[src/srecord_s19_encoder_unit_defines.svh]
// Assertion macros shared by the S-record encoder RTL.
// No dependencies; included by the modules that carry assertions.
`ifndef SRECORD_S19_ENCODER_UNIT_DEFINES_SVH
`define SRECORD_S19_ENCODER_UNIT_DEFINES_SVH

// Same-cycle implication, disabled while reset is asserted.
`define SREC_ASSERT_NOW(label, clk, rst, ante, cons) \
  label: assert property (@(posedge clk) disable iff (rst) (ante) |-> (cons)) \
    else $error("srec assertion failed");

// Next-cycle implication, disabled while reset is asserted.
`define SREC_ASSERT_NEXT(label, clk, rst, ante, cons) \
  label: assert property (@(posedge clk) disable iff (rst) (ante) |=> (cons)) \
    else $error("srec assertion failed");

`endif

[src/srec_pkg.sv]
// Shared types, codes and character tables of the S-record encoder.
// No dependencies; imported by every module of the block.
`default_nettype none

package srec_pkg;

  // Configuration register indexes.
  localparam logic [1:0] CFG_LOAD_ADDR  = 2'd0;
  localparam logic [1:0] CFG_ENTRY_ADDR = 2'd1;
  localparam logic [1:0] CFG_BYTE_COUNT = 2'd2;

  // Input function codes.
  localparam logic FUNC_START = 1'b0;
  localparam logic FUNC_DATA  = 1'b1;

  localparam logic [6:0] CH_NL = 7'h0A;
  localparam logic [6:0] CH_S  = 7'h53;
  localparam int unsigned S0_LEN = 17;

  // One input transaction.
  typedef struct packed {
    logic       func;
    logic [7:0] data_byte;
  } in_item_t;

  // One output character transaction.
  typedef struct packed {
    logic [6:0] out_char;
    logic       run_last;
    logic       image_done;
  } out_item_t;

  // Work for the back end, as classified by the front end.
  typedef struct packed {
    logic        has_s0;
    logic        has_hdr;
    logic        has_data;
    logic        has_tail;
    logic        has_s9;
    logic [7:0]  count;
    logic [15:0] addr;
    logic [7:0]  data;
    logic [7:0]  csum;
  } job_t;

  // Uppercase hex digit of a nibble.
  function automatic logic [6:0] hex_char(input logic [3:0] nib);
    logic [7:0] c;
    if (nib < 4'd10) begin
      c = 8'h30 + {4'd0, nib};
    end else begin
      c = 8'h37 + {4'd0, nib};
    end
    return c[6:0];
  endfunction

  // Fixed S0 header line, one character per index.
  function automatic logic [6:0] s0_char(input logic [4:0] idx);
    logic [7:0] c;
    unique case (idx)
      5'd0:    c = "S";
      5'd1:    c = "0";
      5'd2:    c = "0";
      5'd3:    c = "6";
      5'd4:    c = "0";
      5'd5:    c = "0";
      5'd6:    c = "0";
      5'd7:    c = "0";
      5'd8:    c = "4";
      5'd9:    c = "8";
      5'd10:   c = "4";
      5'd11:   c = "4";
      5'd12:   c = "5";
      5'd13:   c = "2";
      5'd14:   c = "1";
      5'd15:   c = "B";
      5'd16:   c = 8'h0A;
      default: c = 8'h00;
    endcase
    return c[6:0];
  endfunction

endpackage

`default_nettype wire

[src/srec_front.sv]
// Front end: accepts input transactions, tracks the image and line state,
// and turns each item into a job for the back end. Uses srec_pkg.
`default_nettype none

module srec_front import srec_pkg::*; #(
  parameter int MAX_LINE_BYTES = 16
) (
  input  wire logic        clk,
  input  wire logic        rst,
  input  wire logic        item_valid,
  input  wire in_item_t    item,
  output logic             item_stall,
  input  wire logic [15:0] load_address,
  input  wire logic [15:0] byte_count,
  input  wire logic        queue_full,
  output logic             push,
  output job_t             push_job
);

  localparam int LW = $clog2(MAX_LINE_BYTES + 1);

  logic          active;
  logic [15:0]   bytes_remaining;
  logic [15:0]   current_address;
  logic [LW-1:0] bytes_left_in_line;
  logic [7:0]    running_sum;

  logic          accept;
  logic          line_open;
  logic [LW-1:0] size;
  logic [7:0]    count;
  logic [7:0]    base_sum;
  logic [7:0]    new_sum;
  logic [LW-1:0] left_next;
  logic [15:0]   remaining_next;

  assign item_stall = queue_full;
  assign accept     = item_valid && !queue_full;

  // Line bookkeeping for a data byte.
  always_comb begin
    line_open = (bytes_left_in_line != '0);
    if (bytes_remaining > 16'(MAX_LINE_BYTES)) begin
      size = LW'(MAX_LINE_BYTES);
    end else begin
      size = bytes_remaining[LW-1:0];
    end
    count          = 8'(size) + 8'd3;
    base_sum       = line_open ? running_sum
                               : count + current_address[15:8] + current_address[7:0];
    new_sum        = base_sum + item.data_byte;
    left_next      = (line_open ? bytes_left_in_line : size) - LW'(1);
    remaining_next = bytes_remaining - 16'd1;
  end

  // Job classification.
  always_comb begin
    push_job          = '0;
    push              = 1'b0;
    if (item.func == FUNC_START) begin
      push            = accept;
      push_job.has_s0 = 1'b1;
      push_job.has_s9 = (byte_count == 16'd0);
    end else begin
      push              = accept && active;
      push_job.has_hdr  = !line_open;
      push_job.has_data = 1'b1;
      push_job.has_tail = (left_next == '0);
      push_job.has_s9   = (remaining_next == 16'd0);
      push_job.count    = count;
      push_job.addr     = current_address;
      push_job.data     = item.data_byte;
      push_job.csum     = ~new_sum;
    end
  end

  // Image state update.
  always_ff @(posedge clk) begin
    if (rst) begin
      active             <= 1'b0;
      bytes_remaining    <= '0;
      current_address    <= '0;
      bytes_left_in_line <= '0;
      running_sum        <= '0;
    end else if (accept) begin
      if (item.func == FUNC_START) begin
        active             <= (byte_count != 16'd0);
        bytes_remaining    <= byte_count;
        current_address    <= load_address;
        bytes_left_in_line <= '0;
        running_sum        <= '0;
      end else if (active) begin
        running_sum        <= new_sum;
        bytes_remaining    <= remaining_next;
        current_address    <= current_address + 16'd1;
        active             <= (remaining_next != 16'd0);
        bytes_left_in_line <= (remaining_next == 16'd0) ? '0 : left_next;
      end
    end
  end

`include "srecord_s19_encoder_unit_defines.svh"

  `SREC_ASSERT_NOW(a_active_has_bytes, clk, rst, active, bytes_remaining != 16'd0)

endmodule

`default_nettype wire

[src/srec_queue.sv]
// Short job queue between the front end and the back end.
// Uses srec_pkg for the job type.
`default_nettype none

module srec_queue import srec_pkg::*; #(
  parameter int DEPTH = 4
) (
  input  wire logic clk,
  input  wire logic rst,
  input  wire logic push,
  input  wire job_t push_job,
  output logic      full,
  input  wire logic pop,
  output job_t      pop_job,
  output logic      not_empty
);

  localparam int PW = (DEPTH > 1) ? $clog2(DEPTH) : 1;
  localparam int CW = $clog2(DEPTH + 1);

  job_t          slots [DEPTH];
  logic [PW-1:0] wr_ptr;
  logic [PW-1:0] rd_ptr;
  logic [CW-1:0] fill;

  assign full      = (fill == CW'(DEPTH));
  assign not_empty = (fill != '0);
  assign pop_job   = slots[rd_ptr];

  // Storage; payload needs no reset.
  always_ff @(posedge clk) begin
    if (push) begin
      slots[wr_ptr] <= push_job;
    end
  end

  // Pointers and fill level.
  always_ff @(posedge clk) begin
    if (rst) begin
      wr_ptr <= '0;
      rd_ptr <= '0;
      fill   <= '0;
    end else begin
      if (push) begin
        wr_ptr <= (wr_ptr == PW'(DEPTH - 1)) ? '0 : wr_ptr + PW'(1);
      end
      if (pop) begin
        rd_ptr <= (rd_ptr == PW'(DEPTH - 1)) ? '0 : rd_ptr + PW'(1);
      end
      if (push && !pop) begin
        fill <= fill + CW'(1);
      end else if (pop && !push) begin
        fill <= fill - CW'(1);
      end
    end
  end

`include "srecord_s19_encoder_unit_defines.svh"

  `SREC_ASSERT_NOW(a_no_overflow, clk, rst, push, !full || pop)
  `SREC_ASSERT_NOW(a_no_underflow, clk, rst, pop, not_empty)

endmodule

`default_nettype wire

[src/srec_back.sv]
// Back end: walks each job through its S-record segments and emits one
// character per cycle, unless the output stalls, into an output register. Uses srec_pkg.
`default_nettype none

module srec_back import srec_pkg::*; (
  input  wire logic        clk,
  input  wire logic        rst,
  input  wire logic [15:0] entry_address,
  input  wire logic        queue_valid,
  input  wire job_t        queue_job,
  output logic             pop,
  output logic             text_valid,
  input  wire logic        text_stall,
  output out_item_t        text
);

  typedef enum logic [2:0] {
    PH_S0,
    PH_HDR,
    PH_DATA,
    PH_TAIL,
    PH_S9
  } phase_t;

  job_t       cur;
  logic       cur_valid;
  phase_t     phase;
  logic [4:0] idx;

  phase_t     first_phase;
  phase_t     nxt_phase;
  logic       nxt_valid;
  logic [4:0] plen;
  logic       phase_end;
  logic       job_end;
  logic       slot_free;
  logic       emit;
  logic [6:0] ch;
  logic [7:0] s9_csum;

  assign s9_csum   = ~(8'd3 + entry_address[15:8] + entry_address[7:0]);
  assign slot_free = !text_valid || !text_stall;
  assign emit      = cur_valid && slot_free;
  assign phase_end = (idx == plen - 5'd1);
  assign job_end   = phase_end && !nxt_valid;
  assign pop       = queue_valid && (!cur_valid || (emit && job_end));

  // Segment lengths and ordering.
  always_comb begin
    unique case (phase)
      PH_S0:   plen = 5'(S0_LEN);
      PH_HDR:  plen = 5'd8;
      PH_DATA: plen = 5'd2;
      PH_TAIL: plen = 5'd3;
      PH_S9:   plen = 5'd11;
      default: plen = 5'd1;
    endcase

    nxt_valid = 1'b0;
    nxt_phase = PH_S9;
    unique case (phase)
      PH_S0: begin
        nxt_valid = cur.has_s9;
      end
      PH_HDR: begin
        nxt_valid = 1'b1;
        nxt_phase = PH_DATA;
      end
      PH_DATA: begin
        nxt_valid = cur.has_tail || cur.has_s9;
        nxt_phase = cur.has_tail ? PH_TAIL : PH_S9;
      end
      PH_TAIL: begin
        nxt_valid = cur.has_s9;
      end
      default: begin
        nxt_valid = 1'b0;
      end
    endcase

    priority if (queue_job.has_s0) begin
      first_phase = PH_S0;
    end else if (queue_job.has_hdr) begin
      first_phase = PH_HDR;
    end else begin
      first_phase = PH_DATA;
    end
  end

  // Character of the current segment position.
  always_comb begin
    ch = CH_NL;
    unique case (phase)
      PH_S0: begin
        ch = s0_char(idx);
      end
      PH_HDR: begin
        unique case (idx)
          5'd0:    ch = CH_S;
          5'd1:    ch = hex_char(4'd1);
          5'd2:    ch = hex_char(cur.count[7:4]);
          5'd3:    ch = hex_char(cur.count[3:0]);
          5'd4:    ch = hex_char(cur.addr[15:12]);
          5'd5:    ch = hex_char(cur.addr[11:8]);
          5'd6:    ch = hex_char(cur.addr[7:4]);
          default: ch = hex_char(cur.addr[3:0]);
        endcase
      end
      PH_DATA: begin
        ch = (idx == 5'd0) ? hex_char(cur.data[7:4]) : hex_char(cur.data[3:0]);
      end
      PH_TAIL: begin
        unique case (idx)
          5'd0:    ch = hex_char(cur.csum[7:4]);
          5'd1:    ch = hex_char(cur.csum[3:0]);
          default: ch = CH_NL;
        endcase
      end
      PH_S9: begin
        unique case (idx)
          5'd0:    ch = CH_S;
          5'd1:    ch = hex_char(4'd9);
          5'd2:    ch = hex_char(4'd0);
          5'd3:    ch = hex_char(4'd3);
          5'd4:    ch = hex_char(entry_address[15:12]);
          5'd5:    ch = hex_char(entry_address[11:8]);
          5'd6:    ch = hex_char(entry_address[7:4]);
          5'd7:    ch = hex_char(entry_address[3:0]);
          5'd8:    ch = hex_char(s9_csum[7:4]);
          5'd9:    ch = hex_char(s9_csum[3:0]);
          default: ch = CH_NL;
        endcase
      end
      default: begin
        ch = CH_NL;
      end
    endcase
  end

  // Sequencer state and output register.
  always_ff @(posedge clk) begin
    if (rst) begin
      cur_valid  <= 1'b0;
      phase      <= PH_S0;
      idx        <= '0;
      text_valid <= 1'b0;
    end else begin
      if (emit) begin
        text_valid <= 1'b1;
      end else if (slot_free) begin
        text_valid <= 1'b0;
      end

      if (pop) begin
        cur_valid <= 1'b1;
        phase     <= first_phase;
        idx       <= '0;
      end else if (emit) begin
        if (job_end) begin
          cur_valid <= 1'b0;
        end else if (phase_end) begin
          phase <= nxt_phase;
          idx   <= '0;
        end else begin
          idx <= idx + 5'd1;
        end
      end
    end
  end

  // Output payload; no reset needed.
  always_ff @(posedge clk) begin
    if (pop) begin
      cur <= queue_job;
    end
    if (emit) begin
      text.out_char   <= ch;
      text.run_last   <= job_end;
      text.image_done <= job_end && (phase == PH_S9);
    end
  end

`include "srecord_s19_encoder_unit_defines.svh"

  `SREC_ASSERT_NOW(a_idx_in_range, clk, rst, cur_valid, idx < plen)
  `SREC_ASSERT_NOW(a_done_is_newline, clk, rst, text_valid && text.image_done,
                   text.run_last && (text.out_char == CH_NL))

endmodule

`default_nettype wire

[src/srecord_s19_encoder_unit.sv]
// Motorola S-record (S19) encoder: one character per output transaction.
// The first character of an item passes the job queue, the current job and the output registers.
// Throughput: one character per cycle unless the output stalls; an item emits 2 characters for a
// mid-line byte, 10 to open a line, 13 to open and close it, up to 24 with the S9 line.
// A start emits 17, or 28 with the S9 line; a four-entry job queue decouples input and output.
// Reset (synchronous) clears configuration, image state, queue and output valid.
`default_nettype none

module srecord_s19_encoder_unit import srec_pkg::*; #(
  parameter int MAX_LINE_BYTES = 16,
  parameter int QUEUE_DEPTH    = 4
) (
  input  wire logic        clk,
  input  wire logic        rst,
  input  wire logic        data_valid,
  output logic             data_stall,
  input  wire in_item_t    data,
  output logic             text_valid,
  input  wire logic        text_stall,
  output out_item_t        text,
  input  wire logic        cfg_we,
  input  wire logic [1:0]  cfg_index,
  input  wire logic [15:0] cfg_data
);

  logic [15:0] load_address;
  logic [15:0] entry_address;
  logic [15:0] byte_count;

  logic q_full;
  logic q_push;
  job_t q_push_job;
  logic q_pop;
  job_t q_pop_job;
  logic q_valid;

  // Configuration registers.
  always_ff @(posedge clk) begin
    if (rst) begin
      load_address  <= '0;
      entry_address <= '0;
      byte_count    <= '0;
    end else if (cfg_we) begin
      unique case (cfg_index)
        CFG_LOAD_ADDR:  load_address  <= cfg_data;
        CFG_ENTRY_ADDR: entry_address <= cfg_data;
        CFG_BYTE_COUNT: byte_count    <= cfg_data;
        default:        ;
      endcase
    end
  end

  srec_front #(
    .MAX_LINE_BYTES(MAX_LINE_BYTES)
  ) u_front (
    .clk         (clk),
    .rst         (rst),
    .item_valid  (data_valid),
    .item        (data),
    .item_stall  (data_stall),
    .load_address(load_address),
    .byte_count  (byte_count),
    .queue_full  (q_full),
    .push        (q_push),
    .push_job    (q_push_job)
  );

  srec_queue #(
    .DEPTH(QUEUE_DEPTH)
  ) u_queue (
    .clk      (clk),
    .rst      (rst),
    .push     (q_push),
    .push_job (q_push_job),
    .full     (q_full),
    .pop      (q_pop),
    .pop_job  (q_pop_job),
    .not_empty(q_valid)
  );

  srec_back u_back (
    .clk          (clk),
    .rst          (rst),
    .entry_address(entry_address),
    .queue_valid  (q_valid),
    .queue_job    (q_pop_job),
    .pop          (q_pop),
    .text_valid   (text_valid),
    .text_stall   (text_stall),
    .text         (text)
  );

endmodule

`default_nettype wire
[config.mk]
export PLATFORM = sky130hd
export DESIGN_NAME = srecord_s19_encoder_unit
export DESIGN_NICKNAME = d
export VERILOG_FILES = /design/src/srec_pkg.sv /design/src/srec_front.sv /design/src/srec_queue.sv /design/src/srec_back.sv /design/src/srecord_s19_encoder_unit.sv
export VERILOG_INCLUDE_DIRS = /design/src /design/src/src
export SDC_FILE = /design/constraint.sdc
export NUM_CORES = 1
export LEC_CHECK = 0
export ABC_AREA = 1
export BUFFER_PORTS_ARGS = -buffer_cell sky130_fd_sc_hd__buf_4
export CORE_ASPECT_RATIO = 1.1
export CORE_UTILIZATION = 60
export CTS_CLUSTER_DIAMETER = 200
export DETAILED_ROUTE_END_ITERATION = 6
export GPL_ROUTABILITY_DRIVEN = 1
export PLACE_DENSITY = 0.8
export RECOVER_POWER = 50
export SYNTH_ARGS = -nofsm -noshare
export SYNTH_HDL_FRONTEND = slang
export SYNTH_SLANG_ARGS = --single-unit
[constraint.sdc]
create_clock -name clk -period 5.2 [get_ports clk]
set_input_delay 0.26 -clock clk [delete_from_list [all_inputs] [get_ports clk]]
set_output_delay 0.26 -clock clk [all_outputs]
set_load 0.02 [all_outputs]
==> summary.txt <==
Hold path depth: 3
CP startpoint: u_front.bytes_remaining[8]
Worst setup path class: flip-flop to flip-flop
Post-CTS Setup Bufs: 0
Final setup fails: 0
Initial antenna violation count: 0
Comb pwr share: 34.7%
Ys flop type: edfxtp_1
Synthesized area per cell: 8.73 µm²
I/O pins: 43
Clock Power Share: 26.6%
Slowest CP cell: fa_1
R2R depth: 26
Leak: 7.74 nW
Sw frac: 37.6%
Detail Route Antenna Nets: 0
Worst Path Arrival: 5.15 ns
Outcome: finished with violations
Sw power: 3.66 mW
Gr usage total: 29.3%
CP max stage delay: 0.54 ns
WP buf/inv: 3
Synth top area cells: edfxtp_1, dfxtp_1, nand2_1
Fin. Hold Viols: 0
Synth warn: 0
Post-synthesis sequential area ratio: 52.1%
Max-Cap Viols: 4
Violated checks: DRC, capacitance limit, slew limit
Synth async-reset ratio: 0%
Starting density of the core: 61.2%
CTS tree: yes
RD Place Congestion: 0.972
Maximum clock frequency: 208 MHz
Final period utilization: 92.5%
RSZ-0062 raised after global routing: false
Number of synthesized flops with an enable pin: 217
IO Port Bufs: 42
Biggest area consumer among synthesized cells: edfxtp_1
Global-route wire length before repair: 66800 µm
Dpl ws: 0.277 ns
Worst Setup Slack, final: 0.389 ns
Commonest cells after routing, fill and taps aside: nand2_1, nor2_1, inv_1
Worst-Margin Slew: 2.58 ns
Cells after Synth: 1958
Worst Setup End Kind: flip-flop
Setup_tns: 0 ns
Synthesis-stage register bit count: 337
DRC Markers: 1
Die H: 179 µm
Reg-to-reg setup timing slack: 0.39 ns
Vias in the first global route: 13200
Most common cell on crit path: nand2_1
Core Rows: 64
Peak supply drop: 0.000292 V
Crit Path Max Fanout: 4
Synth cell types: 54
Clk sink count: 337
Period minus WS final: 4.81 ns
Worst Hold Path EP: load_address[7]
Ant. Diodes: 0
CP top delay family: simple AND/OR/NAND/NOR gates
Fillers: 2154
Routed vias/inst: 5.79
Min-delay src: cfg_data[7]
Detail Placement HPWL: 29200 µm
# H-tree levels: 2
Layout area overhead: 10.4%
Pwr Density: 516 mW/mm²
Final Max Slew Viols: 200
Detailed Routing Iterations Pass 1: 7
Req. time, crit path: 5.54 ns
Layout Nets: 2091
Via Count: 13800
GRT overflow: 0
Share of layout cells above drive strength 1: 6.51%
Clk slew on worst S/H paths: 0.07 ns
Wire per inst: 17.7 µm
Die Area: 0.0292 mm²
Critical R2R Launch: u_front.bytes_remaining[8]
Largest net degree at the start of global routing: 84
Total Routed Length: 42200 µm
Power Internal: 6.07 mW
Worst-Skew Late Latency: 0.53 ns
Hold WC Path Type: primary input to flip-flop
Core ar.: 0.0279 mm²
Synth Cell Area: 0.0171 mm²
Leading cell type in the layout, fill and taps excluded: nand2_1
Rel. slew slack: -72.3%
CP Launch Type: flip-flop
FF-to-FF End: u_queue.slots[1][7]
Share of the synthesized area in the top cell type: 38.1%
Chip Width: 163 µm
Register share of total power: 38.7%
Iter 0 DRT Violations: 1235
Max Clock Skew: 0.0226 ns
Clock Path Buffers: 3
Total CTS buffers: 35
Root Buffer: clkbuf_16
## metal layers
layer	track usage [%]	share of wire, %	wire length (µm)
met1	37.0	41	17400
met2	49.8	48	20300
met3	3.93	6.1	2550
met4	14.3	4.4	1880
met5	0	0	0
## sequential cells by signal, indices dropped and copies added (netlist names), 3 cells and up, named ones only
register / cells
entry_address: 16
u_front.current_address: 16
u_queue.fill: 3
u_front.bytes_left_in_line: 5
u_back.idx: 5
u_back.text: 9
u_back.cur: 40
u_front.running_sum: 8
u_queue.slots: 168
u_back.phase: 3
u_front.bytes_remaining: 16
load_address: 16
byte_count: 16
## logic make-up after synthesis
| family | count (synthesis) | share of synthesized area, % |
|---|---|---|
| and+or+nand+nor | 708 | 17.2 |
| AOI/OAI and AO/OA | 473 | 15.4 |
| DFF | 337 | 52.1 |
| buffers and inverters | 321 | 7.12 |
| adders and majority gates | 73 | 5.78 |
| xor gates and xnor gates | 44 | 2.25 |
| other | 2 | 0.0439 |
## through the flow
step / instance area [µm²] / instances / hold slack (ns) / power (mW) / util [%]
after floorplan: 17100 / 1961 / 0.395 / 6.21 / -
after global placement: 17700 / 2310 / 0.448 / 7.03 / 63.5
after detailed placement: 17700 / 2310 / 0.456 / 7.16 / 63.5
after CTS: 19000 / 2376 / 0.000575 / 9.75 / 67.8
after global routing: 18900 / 2376 / 0.00992 / 10.3 / 67.5
final: 18900 / 2376 / 0.0156 / 9.73 / 67.5
## power groups by stage
stage	sequential (mW)	combinational, mW	clock, mW
after floorplan	3.75	2.46	0
after CTS	3.77	3.39	2.60
after global placement	3.80	3.23	0
after detailed placement	3.82	3.34	0
after global routing	3.82	3.81	2.70
final	3.77	3.38	2.59
## cell type report
type | instances | area [µm²] | share of cell area [%]
multi-input combinational | 1303 | 6990 | 37.0
tap | 363 | 454 | 2.41
inverter | 252 | 946 | 5.01
timing repair buffer | 57 | 373 | 1.98
clock inverter | 18 | 234 | 1.24
clock buffer | 46 | 958 | 5.08
sequential | 337 | 8920 | 47.3
## cell usage after synthesis (3+ instances only)
| cell type | instances |
|---|---|
| nand2_1 | 305 |
| nor2_1 | 256 |
| inv_1 | 239 |
| o21ai_0 | 226 |
| edfxtp_1 | 217 |
| a21oi_1 | 124 |
| dfxtp_1 | 120 |
| nand3_1 | 71 |
| clkbuf_1 | 63 |
| ha_1 | 63 |
| o22ai_1 | 54 |
| xor2_1 | 32 |
| nor3_1 | 24 |
| nand4_1 | 21 |
| a221oi_1 | 15 |
| xnor2_1 | 12 |
| o211ai_1 | 11 |
| fa_1 | 10 |
| inv_2 | 10 |
| a31oi_1 | 8 |
| a211oi_1 | 6 |
| nand2_2 | 6 |
| nor4_1 | 6 |
| nand3_2 | 5 |
| a22oi_1 | 4 |
| buf_1 | 3 |
| clkinv_1 | 3 |
| nand3b_1 | 3 |
| nor2_2 | 3 |
| o2111ai_1 | 3 |
| o31ai_1 | 3 |
| or2_2 | 3 |
## worst max path at each step
stage | to | slack [ns] | depth (start not counted)
floorplan | u_queue.slots[0][7] | 0.79 | 27
global placement | u_queue.slots[2][7] | 0.43 | 26
detailed placement | u_queue.slots[2][7] | 0.28 | 25
CTS | u_queue.slots[1][7] | 0.24 | 25
global route | u_queue.slots[1][7] | 0.004 | 26
finish | u_queue.slots[1][7] | 0.39 | 26
## worst reg2reg max path, delay by kind of cell, from the launching register on
kind | cells | cell delay, ns
xor gates and xnor gates | 2 | 0.36
AOI/OAI and AO/OA | 6 | 0.84
buffers and inverters | 3 | 0.22
adders and majority gates | 4 | 1.38
DFF | 1 | 0.35
and+or+nand+nor | 11 | 1.49
## timing repair
| action | CTS | global route |
|---|---|---|
| endpoints found under the hold margin | 3 | 0 |
| resized for setup | 0 | 8 |
| setup endpoints to repair | 0 | 5 |
| hold buffers | 2 | 0 |
Power figures use the tool's default switching activity.
